**src/hdl/gain_ramped_mix_accumulate_core_assert.svh**
```systemverilog
// Assertion macros shared by the gain ramp mixer RTL.
// Defining NO_ASSERTIONS turns every check into an empty statement.
`ifndef GAIN_RAMPED_MIX_ACCUMULATE_CORE_ASSERT_SVH
`define GAIN_RAMPED_MIX_ACCUMULATE_CORE_ASSERT_SVH
`ifndef NO_ASSERTIONS
`define GRM_ASSERT(label, clk, rst_n, prop) \
    label: assert property (@(posedge clk) disable iff (!rst_n) prop) \
        else $error("%m: check failed");
`define GRM_ASSERT_ALWAYS(label, clk, prop) \
    label: assert property (@(posedge clk) prop) \
        else $error("%m: check failed");
`else
`define GRM_ASSERT(label, clk, rst_n, prop)
`define GRM_ASSERT_ALWAYS(label, clk, prop)
`endif
`endif

```
**src/hdl/grm_pkg.sv**
```systemverilog
// Package for the gain ramp mixer: widths, register codes and shared types.
// Used by every module of the block; depends on nothing.
`default_nettype none

package grm_pkg;

    localparam int GAIN_W   = 16;
    localparam int SAMPLE_W = 16;
    localparam int MIX_W    = 32;
    localparam int NUM_W    = 2 * GAIN_W;
    localparam int DIV_BITS = GAIN_W;
    localparam int LANES    = 3;
    localparam int MAG_W    = 64;
    localparam int ROUND_SHIFT = 45;
    localparam int CMAG_W   = MAG_W - ROUND_SHIFT;

    localparam int MAX_FRAMES_DEF  = 65536;
    localparam int QUEUE_DEPTH_DEF = 4;

    localparam int REG_IDX_W = 3;
    localparam logic [REG_IDX_W-1:0] REG_VOLUME_START  = 3'd0;
    localparam logic [REG_IDX_W-1:0] REG_VOLUME_END    = 3'd1;
    localparam logic [REG_IDX_W-1:0] REG_FADE_START    = 3'd2;
    localparam logic [REG_IDX_W-1:0] REG_FADE_END      = 3'd3;
    localparam logic [REG_IDX_W-1:0] REG_SPEAKER_START = 3'd4;
    localparam logic [REG_IDX_W-1:0] REG_SPEAKER_END   = 3'd5;
    localparam logic [REG_IDX_W-1:0] REG_RAMP_FRAMES   = 3'd6;

    localparam int LANE_VOLUME  = 0;
    localparam int LANE_FADE    = 1;
    localparam int LANE_SPEAKER = 2;

    localparam logic [GAIN_W-1:0] GAIN_RESET = 16'h8000;
    localparam logic [GAIN_W-1:0] RAMP_RESET = 16'h0000;

    localparam logic [MIX_W-1:0] MIX_MAX = 32'h7FFF_FFFF;
    localparam logic [MIX_W-1:0] MIX_MIN = 32'h8000_0000;

    typedef struct packed {
        logic [LANES-1:0][GAIN_W-1:0] g_start;
        logic [LANES-1:0][GAIN_W-1:0] g_end;
        logic [GAIN_W-1:0]            ramp_frames;
    } cfg_t;

    typedef struct packed {
        logic                        pass;
        logic signed [SAMPLE_W-1:0]  sample;
        logic signed [MIX_W-1:0]     mix;
    } side_t;

    typedef struct packed {
        side_t                        side;
        logic [LANES-1:0][NUM_W-1:0]  num;
    } qent_t;

endpackage

`default_nettype wire

```
**src/hdl/grm_front.sv**
```systemverilog
// Front end of the gain ramp mixer: clamps the ramp position, flags frames
// outside the block and forms the rounded ramp numerators. Uses grm_pkg.
`default_nettype none

module grm_front
    import grm_pkg::*;
#(
    parameter int MAX_FRAMES = MAX_FRAMES_DEF
)
(
    input  var cfg_t                       cfg,
    input  wire logic                      in_valid,
    input  wire logic [GAIN_W-1:0]         frame_index,
    input  wire logic signed [SAMPLE_W-1:0] sample,
    input  wire logic signed [MIX_W-1:0]   mix_in,
    output logic                           wr_valid,
    output qent_t                          wr_entry
);

    logic [GAIN_W-1:0] den;
    logic [GAIN_W-1:0] pos;

    assign den = cfg.ramp_frames - GAIN_W'(1);
    assign pos = (frame_index < den) ? frame_index : den;
    assign wr_valid = in_valid;

    always_comb
    begin
        logic [GAIN_W-1:0] diff;
        wr_entry.side.pass   = (32'(frame_index) >= 32'(MAX_FRAMES));
        wr_entry.side.sample = sample;
        wr_entry.side.mix    = mix_in;
        for (int l = 0; l < LANES; l++)
        begin
            if (cfg.g_end[l] >= cfg.g_start[l])
            begin
                diff = cfg.g_end[l] - cfg.g_start[l];
            end
            else
            begin
                diff = cfg.g_start[l] - cfg.g_end[l];
            end
            wr_entry.num[l] = NUM_W'(diff) * NUM_W'(pos) + NUM_W'(den >> 1);
        end
    end

endmodule

`default_nettype wire

```
**config.mk**
```make
export PLATFORM = sky130hd
export DESIGN_NAME = grm_front
export DESIGN_NICKNAME = d
export VERILOG_FILES = /design/src/hdl/gain_ramped_mix_accumulate_core_assert.svh /design/src/hdl/grm_pkg.sv /design/src/hdl/grm_front.sv
export SDC_FILE = /design/constraint.sdc
export NUM_CORES = 2
export LEC_CHECK = 0
export ABC_CLOCK_PERIOD_IN_PS = 29700
export BUFFER_PORTS_ARGS = -buffer_cell sky130_fd_sc_hd__clkbuf_2
export CORE_MARGIN = 2
export CORE_UTILIZATION = 69
export DETAILED_ROUTE_END_ITERATION = 7
export PLACE_DENSITY = 0.95
export SETUP_SLACK_MARGIN = 0.15
export SYNTH_ARGS = -nofsm -noshare
export SYNTH_HDL_FRONTEND = slang
export SYNTH_SLANG_ARGS = --single-unit
```
**constraint.sdc**
```tcl
create_clock -name vclk -period 29.7
set_input_delay 2.97 -clock vclk [all_inputs]
set_output_delay 2.97 -clock vclk [all_outputs]
set_load 0.02 [all_outputs]
```
Word-level counts from Yosys, hierarchy flattened --
Cells that the tools add are included.
Cells by class: add/sub/neg operators 10, multiply operators 3, muxes and demuxes 4, order comparisons 4
Operators by type and width (count):
- adder 32 x 15 -> 32 bit | 3
- multiplier 16 x 16 -> 32 bit | 3
- subtractor 16 bit | 6
- two-way mux 16 bit | 4
- >= comparator 16 bit | 3
- less-than comparator 16 bit | 1
- subtractor 16 x 1 -> 16 bit (second input constant) | 1
Word-level totals: output and inout bits 146, register bits 0

Longest topological paths before layout --
depth after elaboration 5, gate-level depth with buffers 40, depth with buffers taken out 38

Worst setup path after synthesis --
OpenSTA, ideal clock, no wires.
path type input -> output, from input port cfg[4] in the netlist's numbering, to output port wr_entry[28] in the netlist's numbering, buffers on the path 2, data arrival time 12.241 ns, stages on the path 37, data required time 26.730 ns, setup slack 14.489 ns, cells stage by stage nor4_1 nand2b_1 nor4_1 nand2b_1 nor2_1 xor2_1 inv_1 ha_1 a21o_1 a21o_1 a21oi_1 o2111ai_1 nand2_2 o21ai_4 buf_6 mux2i_1 buf_2 nor2_1 fa_1 inv_1 fa_1 fa_1 fa_1 inv_1 fa_1 inv_1 fa_1 inv_1 ha_1 and4_1 and4_1 o311a_1 o21ba_2 a211oi_1 o41ai_1 o21ai_0 o311ai_0
RTL lines:
- start: declaration | line grm_front.sv:11 | input var cfg_t cfg,
- end: declaration | line grm_front.sv:17 | output qent_t wr_entry

==> summary.md <==
| Metric | Value |
|---|---|
| Rows | `slightly below 80` |
| DPL Wire Length | `76.11 mm` |
| Post-synth top area share | `between 30% and 40%` |
| Vias in the first global route | `approximately 30k` |
| Layout Nets | `approximately 5.3k` |
| Worst Hold Class | `in -> out` |
| Seq cells | `0` |
| Post-layout min period | `approximately 18,000 ps` |
| Relative slew margins | `roughly 5.6%` |
| Max cap viols | `0` |
| Unique masters post-synth | `a little over 70` |
| Max Freq | `0.05615 GHz` |
| # DRC | `0` |
| Pre-CTS WS | `12,270 ps` |
| Post-route insts no fill | `4,640` |
| Fillcell total | `3,251` |
| Seq/Total Area, Yosys | `0%` |
| Final wirelength | `approximately 94 mm` |
| Post-CTS sizing | `0` |
| Most used cell along the critical path | `fa_1` |
| Final GP Congestion | `0.9795` |
| Setup TNS | `0 ps` |
| Multi-input combinational cell area | `27,820 um2` |
| CP delay by family, top | `adder cells` |
| Worst path slowest cell | `mux2i_4` |
| Post-Place Cells | `between 4k and 5k` |
| Final setup viols | `0` |
| Final Hold Vio Count | `0` |
| Area taken by flip-flops and latches | `0 um2` |
| Synth area leader | `fa_1` |
| DRT Pass-1 Iters | `8` |
| Syn Area/Cell | `8.222 um2` |
| CP max FO | `33` |
| Initial Util | `69.41%` |
| Post-CTS Setup Bufs | `0` |
| Final period util | `59.97%` |
| Drt initial violations | `~2.9k` |
| Fraction of layout cells with a size suffix above 1 | `roughly 8.8%` |
| Overall global routing resource usage | `39.82%` |
| Kind of end point of the critical path | `output port` |
| Critical path launch point type | `input port` |
| Fin util | `between 70% and 80%` |
| Ranking of synthesized cells by area | `fa_1, ha_1, inv_1, nand2_1, nor2_1` |
| Crit path kind | `in -> out` |
| Worst setup margin | `between 10,000 and 15,000 ps` |
| Status | `finished clean` |
| Grt total ovfl | `0` |
| IO Count | `around 320` |
| Initial antenna violation count | `11` |
| Wire per inst | `about 20 um` |
| Area of the core | `46,260 um2` |
| CP max stage delay | `1090 ps` |
| Cells after Synth | `3,905` |
| Die Ht | `219.7 um` |
| Post-DRT Antenna Nets | `0` |
| Via density | `6.131` |
| Post-Syn Nets | `~5.1k` |
| Pin count of the biggest net entering global routing | `42` |
| Unrepaired setup endpoints after global routing | `false` |
| Required time worst endpoint | `about 27,000 ps` |
| Post-Synthesis Cell Area | `approximately 32,000 um2` |
| First-pass GRT wire length | `between 100 and 150 mm` |
| Crit path DAT | `between 10,000 and 15,000 ps` |
| Synth Warn # | `0` |
| CP Buf/Inv Count | `8` |
| Slew Limit Fails | `0` |
| Die width | `approximately 220 um` |
| Layout area overhead | `4.797%` |
| IO buf count | `around 220` |
| CTS Hold Bufs | `0` |
| # clk buffers | `0` |
| Die area | `slightly below 50,000 um2` |
| Worst slew pin tran | `1406 ps` |
| Via count | `28.45k` |
[area by class of cell]
type,instances,share of cell area [%]
inverter,911,10.16
timing repair buffer,291,4.827
multi-input combinational,2822,82.69
antenna,9,0.06693
tap,607,2.257
[final timing paths]
path | from | to | depth (start not counted)
worst max-delay path | cfg[4] | wr_entry[94] | 38
worst min-delay path | mix_in[5] | wr_entry[101] | 0
[cells in the final DEF, fill, tap and decap left out, types with 11 or more instances in the layout]
cell,instances
or2_2,17
a31oi_1,15
nand3_1,32
mux2_2,15
o21bai_1,17
nor2_1,393
o21a_1,26
nand2b_1,41
inv_1,911
and2_1,52
xnor2_1,107
ha_1,428
nor2b_1,20
xor2_1,57
a221oi_1,11
a21o_1,73
clkbuf_2,224
and3_1,11
nand2_1,459
fa_1,633
buf_4,67
a211oi_1,19
a21oi_1,137
nor3_1,24
mux2i_1,26
nand4_1,13
o21ai_0,72
[cells by family (layout without fill, tap and decap cells)]
group	count (synthesis)	after routing	synth area share [%]
other	1	10	0.01168
multiplexers	60	60	2.268
adder cells (fa/ha/maj)	1062	1062	56.18
XOR/XNOR	168	168	4.606
buffers and inverters	1083	1202	13.55
AND/OR/NAND/NOR	1093	1093	14.55
AO/OA/AOI/OAI	438	438	8.831
[per-stage QoR]
stage | hold slack, ps | instance area [um2]
after floorplan | 6053 | 32110
after global placement | 5940 | 33620
after detailed placement | 5940 | 33620
after CTS | 5940 | 33620
after global routing | 5940 | 33640
final | 5940 | 33650
[layer usage]
metal / share of wire, % / GRT usage, % / vias up
met1: 33 / 47.47 / 13460
met3: 14 / 11.14 / 688
li1: - / - / 12110
met4: 8.0 / 25.28 / 6
met2: 45 / 63.76 / 2187
met5: 0.049 / 0 / -
[cell usage after synthesis, drive strengths merged (22+ instances only)]
master	count
ha	428
clkbuf	66
nand3	32
a21oi	137
inv	911
xor2	57
buf	106
nor3	24
mux2	22
o21ai	73
fa	633
and2	52
a21o	75
mux2i	38
nand2b	41
nor2	393
nand2	460
xnor2	111
o21a	26
Power is not shown: default switching activity piles up to over one toggle a cycle in this logic, so the estimate is an artifact.
