**src/hdl/gain_ramped_mix_accumulate_core_assert.svh**
```systemverilog
// Assertion macros shared by the gain ramp mixer RTL.
// Defining NO_ASSERTIONS turns every check into an empty statement.
`ifndef GAIN_RAMPED_MIX_ACCUMULATE_CORE_ASSERT_SVH
`define GAIN_RAMPED_MIX_ACCUMULATE_CORE_ASSERT_SVH
`ifndef NO_ASSERTIONS
`define GRM_ASSERT(label, clk, rst_n, prop) \
    label: assert property (@(posedge clk) disable iff (!rst_n) prop) \
        else $error("%m: check failed");
`define GRM_ASSERT_ALWAYS(label, clk, prop) \
    label: assert property (@(posedge clk) prop) \
        else $error("%m: check failed");
`else
`define GRM_ASSERT(label, clk, rst_n, prop)
`define GRM_ASSERT_ALWAYS(label, clk, prop)
`endif
`endif

```
**src/hdl/grm_pkg.sv**
```systemverilog
// Package for the gain ramp mixer: widths, register codes and shared types.
// Used by every module of the block; depends on nothing.
`default_nettype none

package grm_pkg;

    localparam int GAIN_W   = 16;
    localparam int SAMPLE_W = 16;
    localparam int MIX_W    = 32;
    localparam int NUM_W    = 2 * GAIN_W;
    localparam int DIV_BITS = GAIN_W;
    localparam int LANES    = 3;
    localparam int MAG_W    = 64;
    localparam int ROUND_SHIFT = 45;
    localparam int CMAG_W   = MAG_W - ROUND_SHIFT;

    localparam int MAX_FRAMES_DEF  = 65536;
    localparam int QUEUE_DEPTH_DEF = 4;

    localparam int REG_IDX_W = 3;
    localparam logic [REG_IDX_W-1:0] REG_VOLUME_START  = 3'd0;
    localparam logic [REG_IDX_W-1:0] REG_VOLUME_END    = 3'd1;
    localparam logic [REG_IDX_W-1:0] REG_FADE_START    = 3'd2;
    localparam logic [REG_IDX_W-1:0] REG_FADE_END      = 3'd3;
    localparam logic [REG_IDX_W-1:0] REG_SPEAKER_START = 3'd4;
    localparam logic [REG_IDX_W-1:0] REG_SPEAKER_END   = 3'd5;
    localparam logic [REG_IDX_W-1:0] REG_RAMP_FRAMES   = 3'd6;

    localparam int LANE_VOLUME  = 0;
    localparam int LANE_FADE    = 1;
    localparam int LANE_SPEAKER = 2;

    localparam logic [GAIN_W-1:0] GAIN_RESET = 16'h8000;
    localparam logic [GAIN_W-1:0] RAMP_RESET = 16'h0000;

    localparam logic [MIX_W-1:0] MIX_MAX = 32'h7FFF_FFFF;
    localparam logic [MIX_W-1:0] MIX_MIN = 32'h8000_0000;

    typedef struct packed {
        logic [LANES-1:0][GAIN_W-1:0] g_start;
        logic [LANES-1:0][GAIN_W-1:0] g_end;
        logic [GAIN_W-1:0]            ramp_frames;
    } cfg_t;

    typedef struct packed {
        logic                        pass;
        logic signed [SAMPLE_W-1:0]  sample;
        logic signed [MIX_W-1:0]     mix;
    } side_t;

    typedef struct packed {
        side_t                        side;
        logic [LANES-1:0][NUM_W-1:0]  num;
    } qent_t;

endpackage

`default_nettype wire

```
**src/hdl/grm_queue.sv**
```systemverilog
// Short queue between the front end and the arithmetic back end.
// Holds classified beats in a small register array; uses grm_pkg.
`default_nettype none
`include "gain_ramped_mix_accumulate_core_assert.svh"

module grm_queue
    import grm_pkg::*;
#(
    parameter int DEPTH = QUEUE_DEPTH_DEF
)
(
    input  wire logic clk,
    input  wire logic rst_n,
    input  wire logic wr_valid,
    input  var qent_t wr_entry,
    output logic      full,
    output logic      rd_valid,
    output qent_t     rd_entry,
    input  wire logic rd_pop
);

    localparam int PTR_W = (DEPTH > 1) ? $clog2(DEPTH) : 1;
    localparam int CNT_W = $clog2(DEPTH + 1);

    qent_t             mem_reg [DEPTH];
    logic [PTR_W-1:0]  wr_ptr_reg;
    logic [PTR_W-1:0]  rd_ptr_reg;
    logic [CNT_W-1:0]  count_reg;
    logic [CNT_W-1:0]  count_next;
    logic              push;

    assign full     = (count_reg == CNT_W'(DEPTH));
    assign rd_valid = (count_reg != '0);
    assign rd_entry = mem_reg[rd_ptr_reg];
    assign push     = wr_valid && !full;

    always_comb
    begin
        count_next = count_reg;
        if (push && !rd_pop)
        begin
            count_next = count_reg + CNT_W'(1);
        end
        else if (!push && rd_pop)
        begin
            count_next = count_reg - CNT_W'(1);
        end
    end

    always_ff @(posedge clk or negedge rst_n)
    begin
        if (!rst_n)
        begin
            wr_ptr_reg <= '0;
            rd_ptr_reg <= '0;
            count_reg  <= '0;
        end
        else
        begin
            count_reg <= count_next;
            if (push)
            begin
                wr_ptr_reg <= (wr_ptr_reg == PTR_W'(DEPTH - 1)) ? '0 : wr_ptr_reg + PTR_W'(1);
            end
            if (rd_pop)
            begin
                rd_ptr_reg <= (rd_ptr_reg == PTR_W'(DEPTH - 1)) ? '0 : rd_ptr_reg + PTR_W'(1);
            end
        end
    end

    always_ff @(posedge clk)
    begin
        if (push)
        begin
            mem_reg[wr_ptr_reg] <= wr_entry;
        end
    end

    `GRM_ASSERT(a_count_bound, clk, rst_n, count_reg <= CNT_W'(DEPTH))
    `GRM_ASSERT(a_no_pop_empty, clk, rst_n, rd_pop |-> count_reg != '0)
    `GRM_ASSERT(a_count_up, clk, rst_n, (push && !rd_pop) |=> count_reg == $past(count_reg) + 1'b1)
    `GRM_ASSERT(a_count_down, clk, rst_n, (!push && rd_pop) |=> count_reg == $past(count_reg) - 1'b1)
    `GRM_ASSERT_ALWAYS(a_reset_empty, clk, !rst_n |-> count_reg == '0)

endmodule

`default_nettype wire

```
**config.mk**
```make
export PLATFORM = sky130hd
export DESIGN_NAME = grm_queue
export DESIGN_NICKNAME = d
export VERILOG_FILES = /design/src/hdl/grm_pkg.sv /design/src/hdl/grm_queue.sv
export VERILOG_INCLUDE_DIRS = /design/src /design/src/hdl
export SDC_FILE = /design/constraint.sdc
export NUM_CORES = 1
export LEC_CHECK = 0
export BUFFER_PORTS_ARGS = -buffer_cell sky130_fd_sc_hd__buf_2
export CORE_MARGIN = 2
export CORE_UTILIZATION = 61
export DETAILED_ROUTE_END_ITERATION = 16
export PLACE_DENSITY = 0.91
export SLEW_MARGIN = 0
export SYNTH_ARGS = -nofsm -noshare
export SYNTH_HDL_FRONTEND = slang
export SYNTH_SLANG_ARGS = --single-unit
```
**constraint.sdc**
```tcl
create_clock -name clk -period 14 [get_ports clk]
set_clock_uncertainty 0.15 [all_clocks]
set_input_delay 0.7 -clock clk [delete_from_list [all_inputs] [get_ports clk]]
set_output_delay 0.7 -clock clk [all_outputs]
set_load 0.1 [all_outputs]
```
After elaboration in Yosys (flattened, before gate mapping)
Memories as Yosys holds them, arrays and structs flattened.
Cells that the tools add are included.
- output and inout port bits: 147
- memory bits (read-only): 0
- logic and storage cells: 25
- memories: 1
- register bits: 7
- input bits: 149
- RAM bits: 580
- bits in latches: 0
- memory list (memory ; words ; width ; rd ports ; clocked after Yosys merged registers in ; write ports ; line ; RTL):
    mem_reg ; 4 ; 145 ; 1 ; 0 ; 1 ; grm_queue.sv:25 ; qent_t mem_reg [DEPTH];
- mux-type cells: 6
- eq/ne operators: 3
- div/mod/pow operators: 0
- shift operators: 0
- reductions and logical operators: 8
- add/subtract/negate cells: 4
- multiply operators: 0
- $lt $le $gt $ge: 0
- bitwise gates (word level): 0
- operators by type and width (cell ; count):
    $mux W3 ; 2
    $add A2 B1 Y2 const B ; 2
    $eq A2 B2 Y1 const B ; 2
    $mux W2 ; 2
    $add A3 B1 Y3 const B ; 1
    $eq A3 B3 Y1 const B ; 1
    $logic_and A1 B1 Y1 ; 3
    $logic_not A1 Y1 ; 3
    $reduce_bool A3 Y1 ; 1
    $sub A3 B1 Y3 const B ; 1
    $mux W1 ; 2
    $reduce_bool A2 Y1 ; 1

Depth between registers and ports, before layout
Gate-level depths: netlist of the first run.
- depth in word-level cells: 7
- depth in mapped cells: 8
- depth with buffers taken out: 8

Least setup slack after synthesis of the first run
Ideal clock, no wire load.
- path kind: register -> register
- start: register count_reg[2]
- end: memory mem_reg[3][0] in the netlist's numbering, enable pin
- setup time: 0.655 ns
- stages on the path, launching flop included: 3
- slack: 6.362 ns
- arrival: 6.833 ns
- buffers on the path: 0
- period minus slack after synthesis: 7.638 ns
- cell sequence: dfrtp_1 > nor3b_2 > nor2_1
- longest elaborated chain between the ends: 5
- RTL lines (item ; line ; RTL):
    from (decl) ; grm_queue.sv:28 ; logic [CNT_W-1:0] count_reg;
    from (signal assigned) ; grm_queue.sv:60 ; count_reg <= count_next;
    $eq A3 B3 Y1 ; grm_queue.sv:32 ; assign full = (count_reg == CNT_W'(DEPTH));
    via full ; grm_queue.sv:16 ; output logic full,
    $logic_not A1 Y1 ; grm_queue.sv:35 ; assign push = wr_valid && !full;
    $logic_and A1 B1 Y1 ; grm_queue.sv:35 ;
    $mux W1 ; grm_queue.sv:74 ; if (push)
    $mux W1 (implied by the code) ; grm_queue.sv:76 ; mem_reg[wr_ptr_reg] <= wr_entry;
    to (decl) ; grm_queue.sv:25 ;
The timed path passes the listed nets, and every way through them passes these cells.

==> impl_metrics.ini, run 1 <==
[floorplan]
die_w_um = 192
rows = 68
dieArea_um2 = 36700
start_util_pct = 62.0
core_area_um2 = 34600
boundaryPins = 296
die_y_um = 192

[setup_path]
crit_required_ns = 13.15
reg2reg_from = count_reg[2]$_DFFE_PN0P_
worstSetupPathType = reg2out
path_buf_inv = 3
start_kind = flip-flop
worstSetupStartpoint = rd_ptr_reg[0]$_DFFE_PN0P_
rr_worst_depth = 5
reg2reg_to = mem_reg[0][60]$_DFFE_PP_
r2r_slack_ns = 10.27
worstPathArrival_ns = 3.77
worst_path_largest_cell_delay_ns = 0.80
crit_slowest_cell = dfrtp_4
crit_family = buffers and inverters
crit_path_frequent_cell = buf_4
crit_path_max_fanout = 39
path_cells = buf_4 -> buf_4 -> mux4_2 -> buf_2
cp-end-kind = primary output

[synthesis]
ys_top_cells_by_count = 580 x edfxtp_1, 145 x mux4_2, 13 x buf_2, 11 x buf_12, 7 x dfrtp_1
yosysSeqAreaShare_pct = 81.9
synth_edf_count = 580
syn_nets = 951
avgSynthCellArea_um2 = 27.0
ys_warn_count = 0
synth_seq_cells = 587
syn_area_um2 = 21500
synthTopCellsByArea = edfxtp_1 81%, mux4_2 15%, buf_12 1.0%, dfrtp_1 0.82%, ha_1 0.35%
synth_top_area_cell = edfxtp_1
yosysMostFrequentCell = edfxtp_1
yosysTopAreaCellShare_pct = 81.1
async_flop_share_pct = 1.19
synth.distinct_cells = 22
synth_ff_type = edfxtp_1
syn_inst = 795

[clock_network]
htreeDepth = 2
path_clk_slew_ns = 0.06
cts_setup_buffers = 0
post_cts_resized = 0
ctsHoldBuffers = 1
clock_sinks = 587
cts_tree = built
clockBufferDepth = 3
cts_buffers = 54
clock-root-buffer = clkbuf_16
clock_latency_ns = 0.59

[route]
dr.pass1.iters = 5
routed_wl_um = 41500
dr_total_vias = 9605
drtIter0Drc = 674
avgRoutedWirePerCell_um = 25.4
viasPerCell = 5.88
final_antenna_net_count = 0
drc_errors = 0

[sta]
finalHoldViolations = 0
finalSetupViolations = 0
slew_headroom_pct = 22.1
slew_viol_final = 0
fmax_mhz = 216
tns_ns = 0
post-route-period-util_pct = 33.0
grt_setup_unrepaired = false
tightest_slew_ns = 1.17
final.min_clock_period_ns = 4.62

[cells_and_area]
fillers = 1918
largest_register_ffs = 580
stdcell_area_um2 = 25000
stdcell_count = 1633
drive_gt1_share_pct = 45.7
areaGrowthSynthToFinish_pct = 16.3
layout.nets = 1282

[flow_run]
max-cap-violations = 0

[worst_hold_path]
min_path_type = in2reg
whs_path_depth = 1
min_to = mem_reg[0][23]$_DFFE_PP_
hold_start = wr_entry[23]

[place]
dp_hpwl_um = 24000
place_congestion = 0.743
placed_cell_area_um2 = 23300
numPlacedInstances = 1524
port_buffers = 295

[global_route]
grt_pass1_wl_um = 61900
antenna_found_initial = 13
gr-total-overflow = 0
track_usage_pct = 23.3
grt_max_degree = 77
grt_pass1_vias = 10200

[status]
status = finished, final reports clean
==> per-layer routing <==
layer	routed length, µm	GRT usage [%]	up-vias
met1	15400	30.0	4997
li1	-	-	4132
met2	20900	37.9	370
met5	81	0	-
met4	1240	8.08	12
met3	3790	7.80	94
==> stage by stage <==
step / hold WS, ns / utilization, % / setup slack (ns)
finish: 0.166 / 72.1 / 9.38
global route: 0.139 / 72.1 / 9.03
CTS: 0.128 / 72.1 / 9.20
detailed placement: 0.330 / 67.2 / 9.89
global placement: 0.311 / 67.2 / 9.90
floorplan: 0.254 / - / 6.36
==> layout make-up <==
cell class              count  area (µm²)  share of cell area (%)
diodes                      8        20.0                  0.0802
flip-flops and latches    587       17600                    70.5
well taps                 455         569                    2.28
multi-input cells         171        3520                    14.1
inverters                   4        15.0                  0.0601
clock buffers              65        1390                    5.58
repair buffers            308        1580                    6.31
clock inverters            35         279                    1.12
==> worst register-to-register path, stage by stage (launching register included) <==
cell and delay, ns:
dfrtp_1 0.40, nor3b_2 0.19, nor2b_1 0.39, and2_4 0.68
buf_4 0.63, buf_4 0.82
==> cells in the final DEF (no fill, tap or decap), types with 2 or more instances in the layout <==
master     instances
mux2_2             4
bufinv_16          4
nor2_1             2
clkinv_1          17
and2_4             3
dfrtp_1            5
inv_6              2
edfxtp_1         580
xor2_1             2
clkbuf_16         54
buf_4             12
diode_2            8
inv_1              4
mux4_2           145
dfrtp_4            2
clkbuf_1          11
clkinv_2           9
buf_2            295
ha_1               6
==> worst max-delay path by stage <==
stage / slack, ns / cells after the start / end
floorplan: 6.36 / 2 / mem_reg[3][0]$_DFFE_PP_
global placement: 9.90 / 4 / rd_entry[97]
detailed placement: 9.89 / 4 / rd_entry[83]
CTS: 9.20 / 4 / rd_entry[118]
global route: 9.03 / 4 / rd_entry[118]
finish: 9.38 / 4 / rd_entry[118]
==> cells by family (layout without fill, tap and decap cells) <==
family	after synthesis	count (layout)	share of synthesized area [%]
and+or+nand+nor	11	11	0.297
xor gates and xnor gates	3	3	0.122
muxes	149	149	15.4
buffers and inverters	37	412	1.77
DFF	587	587	81.9
AOI/OAI and AO/OA	1	1	0.0350
adders and majority gates	7	7	0.443
other	0	8	0
Power of run 1 is not shown: default switching activity piles up to over one toggle a cycle in this logic, so the estimate is an artifact.
==> run 2: changes to the inputs <==
- CORE_UTILIZATION: 61 -> 51
- PLACE_DENSITY: 0.91 -> 0.82
- clock period: 14 -> 3.8 ns (I/O delays scaled with it)
==> run 2 against run 1 <==
Net effect:
- die area increased by 19%
- register-to-register slack got worse by 9.0 ns
- sequential cell count unchanged
- critical path depth decreased by 1
- routed wire length increased by 1.5%
- worst setup slack got worse by 8.7 ns
- highest routed layer unchanged
==> impl_metrics.ini, run 2 (synthesis results as in run 1) <==
[global_route]
antenna_found_initial = 3
grt_pass1_wl_um = 64200
track_usage_pct = 19.6
grt_max_degree = 86
grt_pass1_vias = 11200
gr-total-overflow = 0

[clock_network]
clock_latency_ns = 0.57
cts_setup_buffers = 0
cts_tree = built
path_clk_slew_ns = 0.06
clock_sinks = 587
cts_buffers = 56
clock-root-buffer = clkbuf_16
htreeDepth = 2
clockBufferDepth = 3

[setup_path]
worstPathArrival_ns = 2.74
crit_path_max_fanout = 32
crit_required_ns = 3.46
worstSetupPathType = reg2out
worstSetupStartpoint = rd_ptr_reg[0]$_DFFE_PN0P_
crit_family = flip-flops
reg2reg_from = count_reg[2]$_DFFE_PN0P_
r2r_slack_ns = 1.31
crit_slowest_cell = dfrtp_4
cp-end-kind = primary output
worst_path_largest_cell_delay_ns = 0.90
path_cells = buf_4 -> mux4_2 -> buf_2
start_kind = flip-flop
path_buf_inv = 2

[status]
status = finished, final reports clean

[place]
port_buffers = 295
place_congestion = 0.756
dp_hpwl_um = 24600

[cells_and_area]
layout.nets = 1443
areaGrowthSynthToFinish_pct = 24.9
final_cell_mix = 580 x edfxtp_1, 295 x buf_2, 149 x dlygate4sd3_1, 145 x mux4_2, 57 x clkbuf_16
drive_gt1_share_pct = 41.6
largest_register_ffs = 580
final_common_cell = edfxtp_1

[sta]
finalSetupViolations = 0
fmax_mhz = 325
tns_ns = 0
grt_setup_unrepaired = false
final.min_clock_period_ns = 3.08
tightest_slew_ns = 0.950
finalHoldViolations = 0
post-route-period-util_pct = 81.1
slew_headroom_pct = 36.7
slew_viol_final = 0

[floorplan]
die_w_um = 209
boundaryPins = 296
die_y_um = 209
dieArea_um2 = 43800
core_area_um2 = 41800
rows = 75
start_util_pct = 51.4

[flow_run]
max-cap-violations = 0

[route]
dr.pass1.iters = 5
drtIter0Drc = 841
viasPerCell = 5.43
avgRoutedWirePerCell_um = 22.6
drc_errors = 0
final_antenna_net_count = 0
dr_total_vias = 10100
routed_wl_um = 42100

[worst_hold_path]
min_path_type = in2reg
hold_start = wr_entry[110]
run 2: changes by cell type in the layout (fill, tap and decap cells not counted), moves of 3 or more:
| cell | change |
|---|---|
| buf_12 | +14 |
| diode_2 | -6 |
| dlygate4sd3_1 | +148 |
| buf_4 | -3 |
| clkbuf_1 | +3 |
| clkinv_2 | +6 |
| clkbuf_16 | +3 |
| clkinv_1 | -11 |
run 2: timing repair:
action                    in CTS  in global routing
gates resized for setup        0                  0
hold endpoints to repair     591                  0
hold buffers                 149                  0
run 2: final timing paths:
path / end / cells past startpoint
worst max-delay path: rd_entry[48] / 3
worst min-delay path: mem_reg[1][110]$_DFFE_PP_ / 2
worst max register to register: mem_reg[2][16]$_DFFE_PP_ / 4
worst min register to register: count_reg[2]$_DFFE_PN0P_ / 1
max in group asynchronous: rd_ptr_reg[0]$_DFFE_PN0P_ / 3
min in group asynchronous: rd_ptr_reg[1]$_DFFE_PN0P_ / 3
run 2: per-stage QoR:
step / instance area (µm²) / hold slack [ns] / setup WS, ns / std cells / utilization (%)
2_1_floorplan: 21500 / -0.256 / 0.396 / 795 / -
3_3_place_gp: 23600 / -0.126 / 1.25 / 1619 / 56.6
3_5_place_dp: 23600 / -0.114 / 1.24 / 1619 / 56.6
4_1_cts: 26800 / 0.168 / 0.619 / 1866 / 64.2
5_1_grt: 26800 / 0.191 / 0.563 / 1868 / 64.2
6_report: 26800 / 0.204 / 0.718 / 1868 / 64.2
run 2: area by class of cell:
type	count	area, µm²
flip-flops and latches	587	17600
fillers	2600	14900
multi-input cells	171	3520
repair buffers	467	3320
clock buffers	71	1480
well taps	539	674
clock inverters	27	213
inverters	4	15.0
diodes	2	5.00
run 2: metal layers:
metal / track usage, % / wire, µm
met1: 24.9 / 16400
met2: 32.9 / 21300
met3: 5.20 / 3330
met5: 0 / 8
met4: 6.95 / 1130
Power of run 2 is left out for the same reason.
==> run 3: changes to the inputs <==
- clock period: 3.8 -> 2.6 ns (I/O delays scaled with it)
==> run 3 against run 2 <==
Net effect:
- via count grew 3.5%
- global-route usage grew 1.8 points
- non-clock buffer count grew 29
- register-to-register slack lost 0.85 ns
- largest cell class unchanged
==> impl_metrics.ini, run 3 (synthesis results as in run 1) <==
[clock_network]
clockBufferDepth = 3
clock-root-buffer = clkbuf_16
cts_buffers = 54
htreeDepth = 2
path_clk_slew_ns = 0.06
cts_tree = built
clock_latency_ns = 0.59
clock_sinks = 587

[route]
avgRoutedWirePerCell_um = 24.8
drc_errors = 0
dr.pass1.iters = 5
final_antenna_net_count = 0
dr_total_vias = 10500
viasPerCell = 5.51
drtIter0Drc = 775
routed_wl_um = 47200

[global_route]
track_usage_pct = 21.4
grt_pass1_vias = 11200
grt_max_degree = 80
antenna_found_initial = 5
gr-total-overflow = 0
grt_pass1_wl_um = 69600

[setup_path]
crit_required_ns = 2.32
worst_path_largest_cell_delay_ns = 0.55
rr_worst_depth = 8
start_kind = flip-flop
crit_slowest_cell = mux4_2
r2r_slack_ns = 0.46
reg2reg_from = count_reg[2]$_DFFE_PN0P_
worstSetupStartpoint = rd_ptr_reg[0]$_DFFE_PN0P_
reg2reg_to = count_reg[2]$_DFFE_PN0P_
path_cells = buf_8 -> buf_12 -> buf_4 -> mux4_2 -> buf_6
worstPathArrival_ns = 2.30
crit_path_max_fanout = 7
cp-end-kind = primary output
worstSetupPathType = reg2out

[sta]
grt_setup_unrepaired = true
slew_headroom_pct = 61.6
finalWorstSetupSlack_ns = 0.0186
worst_hold_slack_ns = 0.135
fmax_mhz = 387
tightest_slew_ns = 0.576
final.min_clock_period_ns = 2.58
post-route-period-util_pct = 99.3
finalHoldViolations = 0
slew_viol_final = 0
finalSetupViolations = 0
tns_ns = 0

[floorplan]
die_y_um = 209
dieArea_um2 = 43800
boundaryPins = 296
rows = 75
die_w_um = 209
start_util_pct = 51.4
core_area_um2 = 41800

[cells_and_area]
areaGrowthSynthToFinish_pct = 29.8
drive_gt1_share_pct = 42.4
stdcell_count = 1903
final_cell_mix = 580 x edfxtp_1, 156 x buf_2, 149 x dlygate4sd3_1, 145 x mux4_2, 90 x buf_4
layout.nets = 1470
final_common_cell = edfxtp_1
largest_register_ffs = 580

[worst_hold_path]
whs_path_depth = 2
hold_start = wr_entry[1]
min_to = mem_reg[2][1]$_DFFE_PP_
min_path_type = in2reg

[place]
dp_hpwl_um = 25500
place_ws_ns = 0.505
numPlacedInstances = 1637
place_congestion = 0.721
port_buffers = 295

[status]
status = finished, final reports clean

[flow_run]
max-cap-violations = 0
## run 3: cell count changes in the layout (fill, tap and decap cells not counted), sizes merged
cell / change
clkbuf: +13
buf: +11
clkinv: +4
diode: +3
bufbuf: +2
inv: +2
bufinv: +1
clkinvlp: -1
## run 3: routing by layer
layer / GRT usage (%) / wire [µm] / vias to the layer above
li1: - / - / 4503
met5: 0 / 13 / -
met4: 5.89 / 902 / 2
met1: 28.2 / 18500 / 5495
met2: 36.0 / 24200 / 433
met3: 5.32 / 3620 / 60
## run 3: what timing repair did
action / in CTS / in global routing
hold buffers: 149 / 0
endpoints found under the setup margin: 138 / 106
cloned: 2 / 4
pin swaps: 0 / 0
buffers inserted: 5 / 0
hold endpoints to repair: 593 / 0
resized for setup: 161 / 49
## run 3: critical path, delay by kind of cell (launching register included)
kind                   cells  cell delay, ns
DFF                        1            0.45
muxes                      1            0.55
buffers and inverters      4            0.70
## run 3: cell type report
| cell class | count | area [µm²] |
|---|---|---|
| diodes | 5 | 12.5 |
| clock buffers | 68 | 1430 |
| clock inverters | 33 | 262 |
| fillers | 2455 | 13900 |
| inverters | 4 | 15.0 |
| multi-input cells | 171 | 3520 |
| flip-flops and latches | 587 | 17600 |
| well taps | 539 | 674 |
| repair buffers | 496 | 4360 |
## run 3: worst max-delay path by stage
stage | endpoint | slack [ns] | cells past startpoint
CTS | rd_entry[64] | -0.03 | 5
finish | rd_entry[115] | 0.02 | 5
global route | rd_entry[62] | -0.05 | 4
detailed placement | rd_entry[64] | 0.50 | 4
floorplan | mem_reg[3][0]$_DFFE_PP_ | -0.80 | 2
global placement | rd_entry[36] | 0.51 | 3
## run 3: through the flow
stage / instance area [µm²] / util, %
final: 27900 / 66.7
after global routing: 27900 / 66.7
after CTS: 27600 / 66.0
after detailed placement: 23800 / 57.1
after global placement: 23800 / 57.1
after floorplan: 21500 / -
Power of run 3 is left out for the same reason.
